===== src/rtl/pdd_pkg.sv =====
// Shared types and constants for the Pelco-D response deframer.
// No dependencies; imported by every module of the block.
package pdd_pkg;

   // Frame kind codes reported with each completed frame
   typedef logic [1:0] kind_type;
   localparam kind_type KIND_ZOOM   = 2'd0;
   localparam kind_type KIND_FOCUS  = 2'd1;
   localparam kind_type KIND_OTHER  = 2'd2;
   localparam kind_type KIND_BADSUM = 2'd3;

   // Protocol bytes
   localparam logic [7:0] SYNC_BYTE = 8'hFF;
   localparam logic [7:0] CMD_ZOOM  = 8'hA7;
   localparam logic [7:0] CMD_FOCUS = 8'h63;

   // View angle in centidegrees: ANGLE_WIDE at zoom 0, minus up to ANGLE_SPAN
   localparam int          ANGLE_W    = 13;
   localparam logic [12:0] ANGLE_WIDE = 13'd6370;
   localparam logic [12:0] ANGLE_SPAN = 13'd6140;

   // Widths of the scaled-angle arithmetic
   localparam int POS_W       = 16;
   localparam int PROD_W      = 29;   // ANGLE_SPAN * 16-bit zoom
   localparam int RECIP_SHIFT = 29;   // fixed-point shift of the reciprocal
   localparam int RECIP_W     = 30;   // holds 2^RECIP_SHIFT / 1

   // Completed frame handed from the deframer to the angle pipeline
   typedef struct packed {
      kind_type           kind;
      logic [7:0]         address;
      logic [POS_W-1:0]   position;
      logic               changed;
      logic [POS_W-1:0]   zoom;
   } frame_type;

endpackage


===== src/rtl/pelco_d_response_deframer.sv =====
// Top level of the Pelco-D response deframer: byte collector and angle pipeline.
// Depends on pdd_pkg, pdd_framer and pdd_angle.
//
//   channel | direction | handshake          | word
//   req_    | in        | req_valid/req_stall | one received serial byte
//   rsp_    | out       | rsp_valid/rsp_stall | one completed-frame report
//
// One byte is taken per cycle while req_stall is low; bytes that do not end a frame cause no result.
// A frame report passes through the four-stage angle pipeline (span multiply,
// reciprocal multiply, check, hold), whose first stage loads at the edge that
// takes its checksum byte.
// Reset is synchronous and clears the frame phase, sums, stored positions and
// all pipeline valids. A stall on rsp_ backs up the pipeline; req_stall rises
// only once the first pipeline stage is full and cannot move.
module pelco_d_response_deframer
   import pdd_pkg::*;
#(
   parameter int ZOOM_FULL_SCALE = 16384
)
(
   input  logic                clock,
   input  logic                reset,
   input  logic                req_valid,
   output logic                req_stall,
   input  logic [7:0]          req_rx_byte,
   output logic                rsp_valid,
   input  logic                rsp_stall,
   output logic [1:0]          rsp_frame_kind,
   output logic [7:0]          rsp_device_address,
   output logic [POS_W-1:0]    rsp_position,
   output logic [ANGLE_W-1:0]  rsp_view_angle,
   output logic                rsp_value_changed
);

   logic      byte_accept;
   logic      frame_done;
   logic      pipe_ready;
   frame_type frame;

   assign req_stall   = !pipe_ready;
   assign byte_accept = req_valid && pipe_ready;

   pdd_framer u_framer (
      .clock       (clock),
      .reset       (reset),
      .byte_accept (byte_accept),
      .rx_byte     (req_rx_byte),
      .frame_done  (frame_done),
      .frame       (frame)
   );

   pdd_angle #(
      .ZOOM_FULL_SCALE (ZOOM_FULL_SCALE)
   ) u_angle (
      .clock              (clock),
      .reset              (reset),
      .in_valid           (frame_done),
      .frame              (frame),
      .in_ready           (pipe_ready),
      .rsp_valid          (rsp_valid),
      .rsp_stall          (rsp_stall),
      .rsp_frame_kind     (rsp_frame_kind),
      .rsp_device_address (rsp_device_address),
      .rsp_position       (rsp_position),
      .rsp_view_angle     (rsp_view_angle),
      .rsp_value_changed  (rsp_value_changed)
   );

endmodule


===== src/rtl/pdd_framer.sv =====
// Byte-level frame collector: sync hunt, field capture, checksum and stored positions.
// Depends on pdd_pkg.
module pdd_framer
   import pdd_pkg::*;
(
   input  logic        clock,
   input  logic        reset,
   input  logic        byte_accept,
   input  logic [7:0]  rx_byte,
   output logic        frame_done,
   output frame_type   frame
);

   // Frame byte phases
   localparam logic [2:0] PHASE_HUNT = 3'd0;
   localparam logic [2:0] PHASE_ADDR = 3'd1;
   localparam logic [2:0] PHASE_CMD1 = 3'd2;
   localparam logic [2:0] PHASE_CMD2 = 3'd3;
   localparam logic [2:0] PHASE_DHI  = 3'd4;
   localparam logic [2:0] PHASE_DLO  = 3'd5;
   localparam logic [2:0] PHASE_SUM  = 3'd6;

   logic [2:0]       phase_ff,   phase_in;
   logic [7:0]       sum_ff,     sum_in;
   logic [7:0]       addr_ff,    addr_in;
   logic [7:0]       cmd2_ff,    cmd2_in;
   logic [7:0]       dhi_ff,     dhi_in;
   logic [7:0]       dlo_ff,     dlo_in;
   logic [POS_W-1:0] zoom_ff,    zoom_in;
   logic [POS_W-1:0] focus_ff,   focus_in;
   logic [POS_W-1:0] pos;

   assign pos = {dhi_ff, dlo_ff};

   // Advance the phase, capture fields and settle the frame on its checksum word
   always_comb begin
      phase_in   = phase_ff;
      sum_in     = sum_ff;
      addr_in    = addr_ff;
      cmd2_in    = cmd2_ff;
      dhi_in     = dhi_ff;
      dlo_in     = dlo_ff;
      zoom_in    = zoom_ff;
      focus_in   = focus_ff;
      frame_done = 1'b0;
      frame.kind     = KIND_OTHER;
      frame.address  = addr_ff;
      frame.position = pos;
      frame.changed  = 1'b0;
      frame.zoom     = zoom_ff;
      if (byte_accept) begin
         unique case (phase_ff)
            PHASE_ADDR, PHASE_CMD1, PHASE_CMD2, PHASE_DHI, PHASE_DLO: begin
               if (phase_ff == PHASE_ADDR) addr_in = rx_byte;
               if (phase_ff == PHASE_CMD2) cmd2_in = rx_byte;
               if (phase_ff == PHASE_DHI)  dhi_in  = rx_byte;
               if (phase_ff == PHASE_DLO)  dlo_in  = rx_byte;
               sum_in   = sum_ff + rx_byte;
               phase_in = phase_ff + 3'd1;
            end
            PHASE_SUM: begin
               phase_in   = PHASE_HUNT;
               sum_in     = 8'd0;
               frame_done = 1'b1;
               priority if (rx_byte != sum_ff) begin
                  frame.kind = KIND_BADSUM;
               end else if (cmd2_ff == CMD_ZOOM) begin
                  frame.kind    = KIND_ZOOM;
                  frame.changed = (zoom_ff != pos);
                  frame.zoom    = pos;
                  zoom_in       = pos;
               end else if (cmd2_ff == CMD_FOCUS) begin
                  frame.kind    = KIND_FOCUS;
                  frame.changed = (focus_ff != pos);
                  focus_in      = pos;
               end else begin
                  frame.kind = KIND_OTHER;
               end
            end
            default: begin
               // hunting, and the unreachable phase code
               phase_in = (rx_byte == SYNC_BYTE) ? PHASE_ADDR : PHASE_HUNT;
               sum_in   = 8'd0;
            end
         endcase
      end
   end

   // Hold frame state
   always_ff @(posedge clock) begin
      if (reset) begin
         phase_ff <= PHASE_HUNT;
         sum_ff   <= 8'd0;
         addr_ff  <= 8'd0;
         cmd2_ff  <= 8'd0;
         dhi_ff   <= 8'd0;
         dlo_ff   <= 8'd0;
         zoom_ff  <= '0;
         focus_ff <= '0;
      end else begin
         phase_ff <= phase_in;
         sum_ff   <= sum_in;
         addr_ff  <= addr_in;
         cmd2_ff  <= cmd2_in;
         dhi_ff   <= dhi_in;
         dlo_ff   <= dlo_in;
         zoom_ff  <= zoom_in;
         focus_ff <= focus_in;
      end
   end

endmodule


===== src/rtl/pdd_angle.sv =====
// Result pipeline: scales the stored zoom to a view angle and holds the result word.
// Depends on pdd_pkg.
module pdd_angle
   import pdd_pkg::*;
#(
   parameter int ZOOM_FULL_SCALE = 16384
)
(
   input  logic                clock,
   input  logic                reset,
   input  logic                in_valid,
   input  frame_type           frame,
   output logic                in_ready,
   output logic                rsp_valid,
   input  logic                rsp_stall,
   output logic [1:0]          rsp_frame_kind,
   output logic [7:0]          rsp_device_address,
   output logic [POS_W-1:0]    rsp_position,
   output logic [ANGLE_W-1:0]  rsp_view_angle,
   output logic                rsp_value_changed
);

   localparam int                   FULL_W = PROD_W + RECIP_W;
   localparam logic [POS_W-1:0]     SCALE  = POS_W'(ZOOM_FULL_SCALE);
   localparam logic [RECIP_W-1:0]   RECIP  =
      RECIP_W'((64'd1 << RECIP_SHIFT) / ZOOM_FULL_SCALE);

   logic v1_ff, v2_ff, v3_ff, v4_ff;
   logic rdy1, rdy2, rdy3, rdy4;

   frame_type            fr1_ff, fr2_ff, fr3_ff, fr4_ff;
   logic [PROD_W-1:0]    p1_ff, p2_ff, p3_ff;
   logic [ANGLE_W-1:0]   q2_ff, q3_ff;
   logic [PROD_W-1:0]    back3_ff;
   logic [ANGLE_W-1:0]   angle4_ff;

   logic [POS_W-1:0]     zc;
   logic [FULL_W-1:0]    est_full;
   logic                 fix;
   logic [ANGLE_W-1:0]   q_final;

   // Each stage moves when the one after it is empty or moving
   assign rdy4     = !v4_ff || !rsp_stall;
   assign rdy3     = !v3_ff || rdy4;
   assign rdy2     = !v2_ff || rdy3;
   assign rdy1     = !v1_ff || rdy2;
   assign in_ready = rdy1;

   // Clamp zoom to full scale and estimate the quotient by reciprocal multiply
   assign zc       = (frame.zoom > SCALE) ? SCALE : frame.zoom;
   assign est_full = FULL_W'(p1_ff) * FULL_W'(RECIP);
   // Estimate is at most one short; correct with one compare
   assign fix      = (p3_ff - back3_ff) >= PROD_W'(SCALE);
   assign q_final  = q3_ff + ANGLE_W'(fix);

   // Stage valids
   always_ff @(posedge clock) begin
      if (reset) begin
         v1_ff <= 1'b0;
         v2_ff <= 1'b0;
         v3_ff <= 1'b0;
         v4_ff <= 1'b0;
      end else begin
         if (rdy1) v1_ff <= in_valid;
         if (rdy2) v2_ff <= v1_ff;
         if (rdy3) v3_ff <= v2_ff;
         if (rdy4) v4_ff <= v3_ff;
      end
   end

   // Stage payloads
   always_ff @(posedge clock) begin
      if (rdy1) begin
         fr1_ff <= frame;
         p1_ff  <= PROD_W'(ANGLE_SPAN) * PROD_W'(zc);
      end
      if (rdy2) begin
         fr2_ff <= fr1_ff;
         p2_ff  <= p1_ff;
         q2_ff  <= est_full[RECIP_SHIFT +: ANGLE_W];
      end
      if (rdy3) begin
         fr3_ff   <= fr2_ff;
         p3_ff    <= p2_ff;
         q3_ff    <= q2_ff;
         back3_ff <= PROD_W'(q2_ff) * PROD_W'(SCALE);
      end
      if (rdy4) begin
         fr4_ff    <= fr3_ff;
         angle4_ff <= ANGLE_WIDE - q_final;
      end
   end

   assign rsp_valid          = v4_ff;
   assign rsp_frame_kind     = fr4_ff.kind;
   assign rsp_device_address = fr4_ff.address;
   assign rsp_position       = fr4_ff.position;
   assign rsp_value_changed  = fr4_ff.changed;
   assign rsp_view_angle     = angle4_ff;

endmodule


===== config.mk =====
export PLATFORM = sky130hd
export DESIGN_NAME = pelco_d_response_deframer
export DESIGN_NICKNAME = d
export VERILOG_FILES = /design/src/rtl/pdd_pkg.sv /design/src/rtl/pelco_d_response_deframer.sv /design/src/rtl/pdd_framer.sv /design/src/rtl/pdd_angle.sv
export SDC_FILE = /design/constraint.sdc
export NUM_CORES = 1
export LEC_CHECK = 0
export ABC_AREA = 1
export ABC_CLOCK_PERIOD_IN_PS = 8560
export BUFFER_PORTS_ARGS = -buffer_cell sky130_fd_sc_hd__buf_2
export CAP_MARGIN = 20
export CORE_ASPECT_RATIO = 1.75
export CORE_MARGIN = 3
export CORE_UTILIZATION = 54
export DETAILED_ROUTE_END_ITERATION = 16
export PLACE_DENSITY = 0.74
export SLEW_MARGIN = 20
export SYNTH_ARGS = -nofsm -noshare
export SYNTH_HDL_FRONTEND = slang
export SYNTH_SLANG_ARGS = --single-unit

===== constraint.sdc =====
create_clock -name clock -period 8.56 [get_ports clock]
set_input_delay 1.284 -clock clock [delete_from_list [all_inputs] [get_ports clock]]
set_output_delay 1.284 -clock clock [all_outputs]
set_load 0.01 [all_outputs]

Word-level counts from Yosys, hierarchy flattened

Cells that the tools add are included.

$add $sub $neg: 5
$mul: 1
Order comparisons: 2
Equal/unequal tests: 12
Mux-type cells: 15
Bitwise logic cells: 4
Reductions and logical operators: 20

Operator list:

| operator                 | count |
|---|---|
| $mux W16                 | 5 |
| $ne A16 B16 Y1           | 2 |
| $ge A29 B15 Y1 const B   | 1 |
| $sub A29 B27 Y29         | 1 |
| $mul A11 B16 Y27 const A | 1 |
| $eq A8 B8 Y1 const B     | 2 |
| $gt A16 B15 Y1 const B   | 1 |
| $reduce_and A3 Y1        | 5 |
| $add A13 B1 Y13          | 1 |
| $sub A13 B13 Y13 const A | 1 |
| $eq A3 B3 Y1 const B     | 3 |
| $add A8 B8 Y8            | 1 |
| $eq A8 B7 Y1 const B     | 1 |
| $mux W8                  | 1 |
| $ne A8 B8 Y1             | 1 |
| $eq A3 B2 Y1 const B     | 2 |
| $logic_not A1 Y1         | 6 |
| $mux W1                  | 6 |
| $pmux W3 S2              | 1 |
| $reduce_and A5 Y1        | 1 |
| $reduce_or A5 Y1         | 1 |
| $logic_or A1 B1 Y1       | 4 |
| $mux W2                  | 2 |
| $not A1 Y1               | 4 |
| other kinds (5)          | 5 |

Bits in registers: 307
Output and inout port bits: 42
Word-level logic and storage cells: 94

Logic depth before layout (Yosys ltp)

Depth after elaboration: 10
Mapped depth: 39
Mapped depth without buffers: 37

Cells and area by module

A second synthesis with hierarchy kept.

Cells, all modules: 1449
Area total of the unflattened synthesis: 14352.5 µm²

Modules (own cells, without submodules):

| module                    | times used | cells each | area an instance (µm²) |
|---|---|---|---|
| pdd_angle                 | 1          | 844        | 10224.8 |
| pdd_framer                | 1          | 602        | 4116.4 |
| pelco_d_response_deframer | 1          | 3          | 11.3 |

Worst setup path after synthesis

Ideal clock, no wire load.

Path type: in2reg
Start: input port rsp_stall
End: register u_angle.p1_ff[24], data pin
Setup time: 0.260 ns
Arrival: 7.913 ns
Slack: 0.387 ns
Stages: 35
Path buffers: 1
Path through: nand2_2 nor2_4 nand3_4 nand2_4 inv_1 nand2_1 nor3_4 nand2_1 o21ai_1 nand2_1 inv_2 nor2_4 buf_6 nor2_2 fa_1 inv_1 fa_1 inv_1 fa_1 fa_1 inv_1 fa_1 inv_1 ha_1 nand2_1 inv_1 nand2_1 nand2_1 a21oi_1 nand2_1 nand2_1 nand3_1 nand2_1 nand3_1 xor2_1

Word-level cells in the longest chain between the ends: 10

RTL lines:

| what                    | RTL line                        | RTL |
|---|---|---|
| start, declared         | pelco_d_response_deframer.sv:27 | `input logic rsp_stall,` |
| $logic_not A1 Y1 (*)    | pdd_angle.sv:43                 | `assign rdy4 = !v4_ff \|\| !rsp_stall;` |
| $logic_or A1 B1 Y1 (*)  | pdd_angle.sv:43                 |  |
| $logic_or A1 B1 Y1 (*)  | pdd_angle.sv:44                 | `assign rdy3 = !v3_ff \|\| rdy4;` |
| $logic_or A1 B1 Y1 (*)  | pdd_angle.sv:45                 | `assign rdy2 = !v2_ff \|\| rdy3;` |
| $logic_or A1 B1 Y1 (*)  | pdd_angle.sv:46                 | `assign rdy1 = !v1_ff \|\| rdy2;` |
| $logic_and A1 B1 Y1 (*) | pelco_d_response_deframer.sv:41 | `assign byte_accept = req_valid && pipe_ready;` |
| $mux W16 (*)            | pdd_framer.sv:51                | `if (byte_accept) begin` |
| $gt A16 B15 Y1          | pdd_angle.sv:50                 | `assign zc = (frame.zoom > SCALE) ? SCALE : frame.zoom;` |
| $mux W16 (*)            | pdd_angle.sv:50                 |  |
| $mul A11 B16 Y27 (*)    | pdd_angle.sv:75                 | `p1_ff <= PROD_W'(ANGLE_SPAN) * PROD_W'(zc);` |
| end signal, assigned    | pdd_angle.sv:75                 |  |
| end, declared           | pdd_angle.sv:32                 | `logic [PROD_W-1:0] p1_ff, p2_ff, p3_ff;` |

Every way passes the cells marked *; elsewhere a longest branch is shown, timed or not.
A chain may end at the register's enable or synchronous reset.

Worst setup path after layout

Start: input port req_rx_byte[3]
End: register u_angle.p1_ff[23], data pin

Word-level cells in the longest chain between the ends: 7

RTL lines:

| what                 | RTL line                        | RTL |
|---|---|---|
| start, declared      | pelco_d_response_deframer.sv:25 | `input logic [7:0] req_rx_byte,` |
| $ne A8 B8 Y1 (*)     | pdd_framer.sv:65                | `priority if (rx_byte != sum_ff) begin` |
| $mux W16 (*)         | pdd_framer.sv:65                |  |
| $mux W16 (*)         | pdd_framer.sv:52                | `unique case (phase_ff)` |
| $mux W16 (*)         | pdd_framer.sv:51                |  |
| $gt A16 B15 Y1       | pdd_angle.sv:50                 |  |
| $mux W16 (*)         | pdd_angle.sv:50                 |  |
| $mul A11 B16 Y27 (*) | pdd_angle.sv:75                 |  |

Marks and branches as above.

==> load_flow_metrics.sql <==
INSERT INTO impl_metrics (metric_group, metric, value, unit) VALUES
('run_status', 'outcome', 'finished, final reports clean', ''),
('sta', 'timing_worst_slew_pin_value', '903', 'ps'),
('die', 'start_util', '0.551', ''),
('pwr', 'total_power', '0.00237', 'W'),
('worst_setup_path', 'crit_arrival', '8020', 'ps'),
('route', 'drtIter0Drc', '507', ''),
('clocking', 'root_buffer', 'sky130_fd_sc_hd__clkbuf_16', ''),
('route', 'wirelength', '27.1', 'mm'),
('sta', 'final-max-slew-violation-count', '0', ''),
('pwr', 'seq_power_share', '0.547', ''),
('synthesis', 'synth_area_leaders', 'sky130_fd_sc_hd__edfxtp_1 36%, sky130_fd_sc_hd__fa_1 14%, sky130_fd_sc_hd__dfxtp_1 11%, sky130_fd_sc_hd__ha_1 8.4%, sky130_fd_sc_hd__inv_1 7.3%', ''),
('synthesis', 'synth_top_area_cell', 'sky130_fd_sc_hd__edfxtp_1', ''),
('place', 'post_dp_cell_area', '0.0146', 'mm^2'),
('sta', 'setup_viol', '0', ''),
('clocking', 'cts_htree_levels', '1', ''),
('worst_setup_path', 'startpoint', 'req_rx_byte[3]', ''),
('clocking', 'clock_insertion_delay_worst_skew', '540', 'ps'),
('pwr', 'intPower', '0.00186', 'W'),
('sta', 'final_hold_viol_count', '0', ''),
('die', 'core_area', '0.0254', 'mm^2'),
('route', 'detail_route.first_pass.iterations', '5', ''),
('global_route', 'largest_net_degree_at_the_start_of_global_routing', '45', ''),
('clocking', 'postCtsSetupBuffers', '0', ''),
('sta', 'final.period_utilization', '0.907', ''),
('pwr', 'pwr-share-comb', '0.043', ''),
('worst_setup_path', 'crit-reg2reg-launch', 'u_framer.cmd2_ff[4]', ''),
('sta', 'achievable_clock_frequency', '129', 'MHz'),
('global_route', 'grt_overflow_total', '0', ''),
('pwr', 'power_density', '154', 'mW/mm^2'),
('die', 'design.die.area', '0.0280', 'mm^2'),
('synthesis', 'yosys_register_bits', '245', ''),
('synthesis', 'synth_enable_flop_cells', '166', ''),
('sta', 'timing.slew.headroom', '0.395', ''),
('final_layout', 'synthToLayoutAreaGrowth', '9.69', '%'),
('sta', 'finalSetupTns', '0', 'ps'),
('synthesis', 'fraction_of_the_yosys_area_taken_by_sequential_cells', '0.469', ''),
('synthesis', 'netlist_area', '0.0140', 'mm^2'),
('clocking', 'buffers_from_clock_root_to_sink_at_most', '3', ''),
('route', 'route.antenna.remaining_nets', '0', ''),
('synthesis', 'post_synth_num_cell_types', '48', ''),
('place', 'port-buffer-count', '53', ''),
('clocking', 'number_of_hold_buffers_added_after_cts', '0', ''),
('sta', 'fin_skew', '34.8', 'ps'),
('worst_setup_path', 'worstSetupEndpointType', 'flop', ''),
('synthesis', 'synth.top_cell.area_share', '0.356', ''),
('die', 'placementRows', '77', ''),
('route', 'number_of_drc_violations_after_detailed_routing', '0', ''),
('die', 'horiz_die_dim', '128', 'um'),
('worst_setup_path', 'r2r_end', 'u_angle.p1_ff[23]', ''),
('pwr', 'sw_frac_of_total', '0.213', ''),
('min_path', 'hp-class', 'reg2reg', ''),
('worst_setup_path', 'cp_slowest_stage_delay', '550', 'ps'),
('flow_run', 'timing.max_cap.violations', '0', ''),
('final_layout', 'diodes', '0', ''),
('min_path', 'hold_path_depth', '0', ''),
('worst_setup_path', 'crit_path_start_kind', 'input pin', ''),
('route', 'routed_wire_per_std_cell', '15.7', 'um'),
('worst_setup_path', 'timing_worst_setup_path_type', 'in2reg', ''),
('place', 'hpwlAfterDp', '21.4', 'mm'),
('pwr', 'ir_worst_vdd', '0.000169', 'V'),
('sta', 'finalCriticalPeriod', '7760', 'ps'),
('clocking', 'cts_tree', 'done', ''),
('synthesis', 'dominantRegCellSynth', 'sky130_fd_sc_hd__edfxtp_1', ''),
('clocking', 'cts-buffers-inserted', '22', ''),
('clocking', 'cts.clk_slew.worst_paths', '60', 'ps'),
('worst_setup_path', 'worstRegToRegCells', '29', ''),
('route', 'viasPerCell', '5.19', ''),
('clocking', 'total_number_of_clock_tree_sinks', '245', ''),
('worst_setup_path', 'critPathSlowestCell', 'sky130_fd_sc_hd__fa_1', ''),
('global_route', 'vias_in_the_first_global_route', '9434', ''),
('clocking', 'cts_resized', '0', '');
metrics by stage:
step	util	hold slack, ps	std cells	worst slack, ps
floorplan	-	400	1324	387
global placement	0.576	401	1684	370
detailed placement	0.576	405	1684	293
CTS	0.604	387	1723	811
global route	0.604	386	1723	316
finish	0.604	391	1723	800
routing by layer:
metal	part of all wire	wire (um)	global-route usage	vias to the layer above
li1	-	-	-	4392
met1	0.38	10200	0.232	4233
met2	0.53	14500	0.373	244
met3	0.043	1160	0.0226	80
met4	0.048	1300	0.0970	0
met5	0	0	0	-
cells in the final DEF (no fill, tap or decap), types with 5 or more instances in the layout:
cell / netlist / layout
sky130_fd_sc_hd__nor2_1: 64 / 64
sky130_fd_sc_hd__nand2_2: 32 / 32
sky130_fd_sc_hd__nand4_1: 9 / 9
sky130_fd_sc_hd__edfxtp_1: 166 / 166
sky130_fd_sc_hd__nand2_1: 147 / 147
sky130_fd_sc_hd__nor4_1: 8 / 8
sky130_fd_sc_hd__xnor2_1: 5 / 5
sky130_fd_sc_hd__buf_4: 2 / 17
sky130_fd_sc_hd__dfxtp_1: 79 / 79
sky130_fd_sc_hd__ha_1: 94 / 94
sky130_fd_sc_hd__inv_1: 272 / 272
sky130_fd_sc_hd__a221oi_1: 5 / 5
sky130_fd_sc_hd__xor2_1: 45 / 45
sky130_fd_sc_hd__o21ai_0: 64 / 64
sky130_fd_sc_hd__nand3_1: 35 / 35
sky130_fd_sc_hd__buf_2: 6 / 53
sky130_fd_sc_hd__a21oi_1: 92 / 92
sky130_fd_sc_hd__clkbuf_16: 0 / 22
sky130_fd_sc_hd__o21bai_1: 14 / 14
sky130_fd_sc_hd__fa_1: 96 / 96
sky130_fd_sc_hd__conb_1: 2 / 8
sky130_fd_sc_hd__nor3_1: 5 / 5
sky130_fd_sc_hd__nor2_2: 15 / 15
how the worst min path moves through the flow:
stage                        from                   endpoint  slack (ps)
2_1_floorplan    u_angle.q2_ff[0]       u_angle.back3_ff[14]         400
6_report       u_angle.fr3_ff[16]  u_angle.rsp_value_changed         390
5_1_grt        u_angle.fr3_ff[16]  u_angle.rsp_value_changed         390
4_1_cts        u_angle.fr3_ff[16]  u_angle.rsp_value_changed         390
3_3_place_gp    u_angle.q2_ff[10]       u_angle.back3_ff[24]         400
3_5_place_dp     u_angle.q2_ff[6]       u_angle.back3_ff[20]         400
power by group through the flow:
stage,registers (W),logic [W],clock network [W]
after floorplan,0.00132,0.0000609,0
after global placement,0.00132,0.0000981,0
after detailed placement,0.00132,0.0000999,0
after CTS,0.00129,0.000101,0.000996
after global routing,0.00130,0.000114,0.00105
final,0.00129,0.000101,0.000971
cell families after synthesis:
group | count (synthesis) | synth area share
adders and majority gates | 190 | 0.221
xor gates and xnor gates | 51 | 0.0324
AOI/OAI and AO/OA | 195 | 0.0768
buffers and inverters | 302 | 0.0861
and+or+nand+nor | 333 | 0.114
other | 2 | 0.000536
DFF | 245 | 0.469
worst max-delay path, delay by kind of cell:
family	cells	cell delay, ps
fa+ha+maj	7	3310
simple gates	14	1850
compound gates	5	950
buf+inv	5	530
xor+xnor	1	70
state kept, by name, indices dropped and copies added (netlist names), 13 cells and up:
name and cells:
u_angle.fr2_ff 27, u_angle.rsp_view_angle 13, u_framer.focus_ff 16, u_angle.fr3_ff 27
u_framer.zoom_ff 16, u_angle.p1_ff 15, u_angle.rsp_position 16, u_angle.fr1_ff 27
cells in the mapped netlist (8+ instances only):
master,number
sky130_fd_sc_hd__o21bai_1,14
sky130_fd_sc_hd__inv_1,272
sky130_fd_sc_hd__a21oi_1,92
sky130_fd_sc_hd__nand2_2,32
sky130_fd_sc_hd__ha_1,94
sky130_fd_sc_hd__fa_1,96
sky130_fd_sc_hd__o21ai_0,64
sky130_fd_sc_hd__edfxtp_1,166
sky130_fd_sc_hd__dfxtp_1,79
sky130_fd_sc_hd__nand4_1,9
sky130_fd_sc_hd__nand2_1,147
sky130_fd_sc_hd__nor2_1,64
sky130_fd_sc_hd__xor2_1,45
sky130_fd_sc_hd__nor4_1,8
sky130_fd_sc_hd__nor2_2,15
sky130_fd_sc_hd__clkbuf_1,12
sky130_fd_sc_hd__nand3_1,35
layout make-up:
cell class,instances,area [um^2]
clock buffer,26,566
timing repair buffer,70,393
multi-input combinational,777,6250
fill,2095,10100
clock inverter,13,151
sequential,245,6570
inverter,276,1040
tap,316,395
Power figures use the tool's default switching activity.
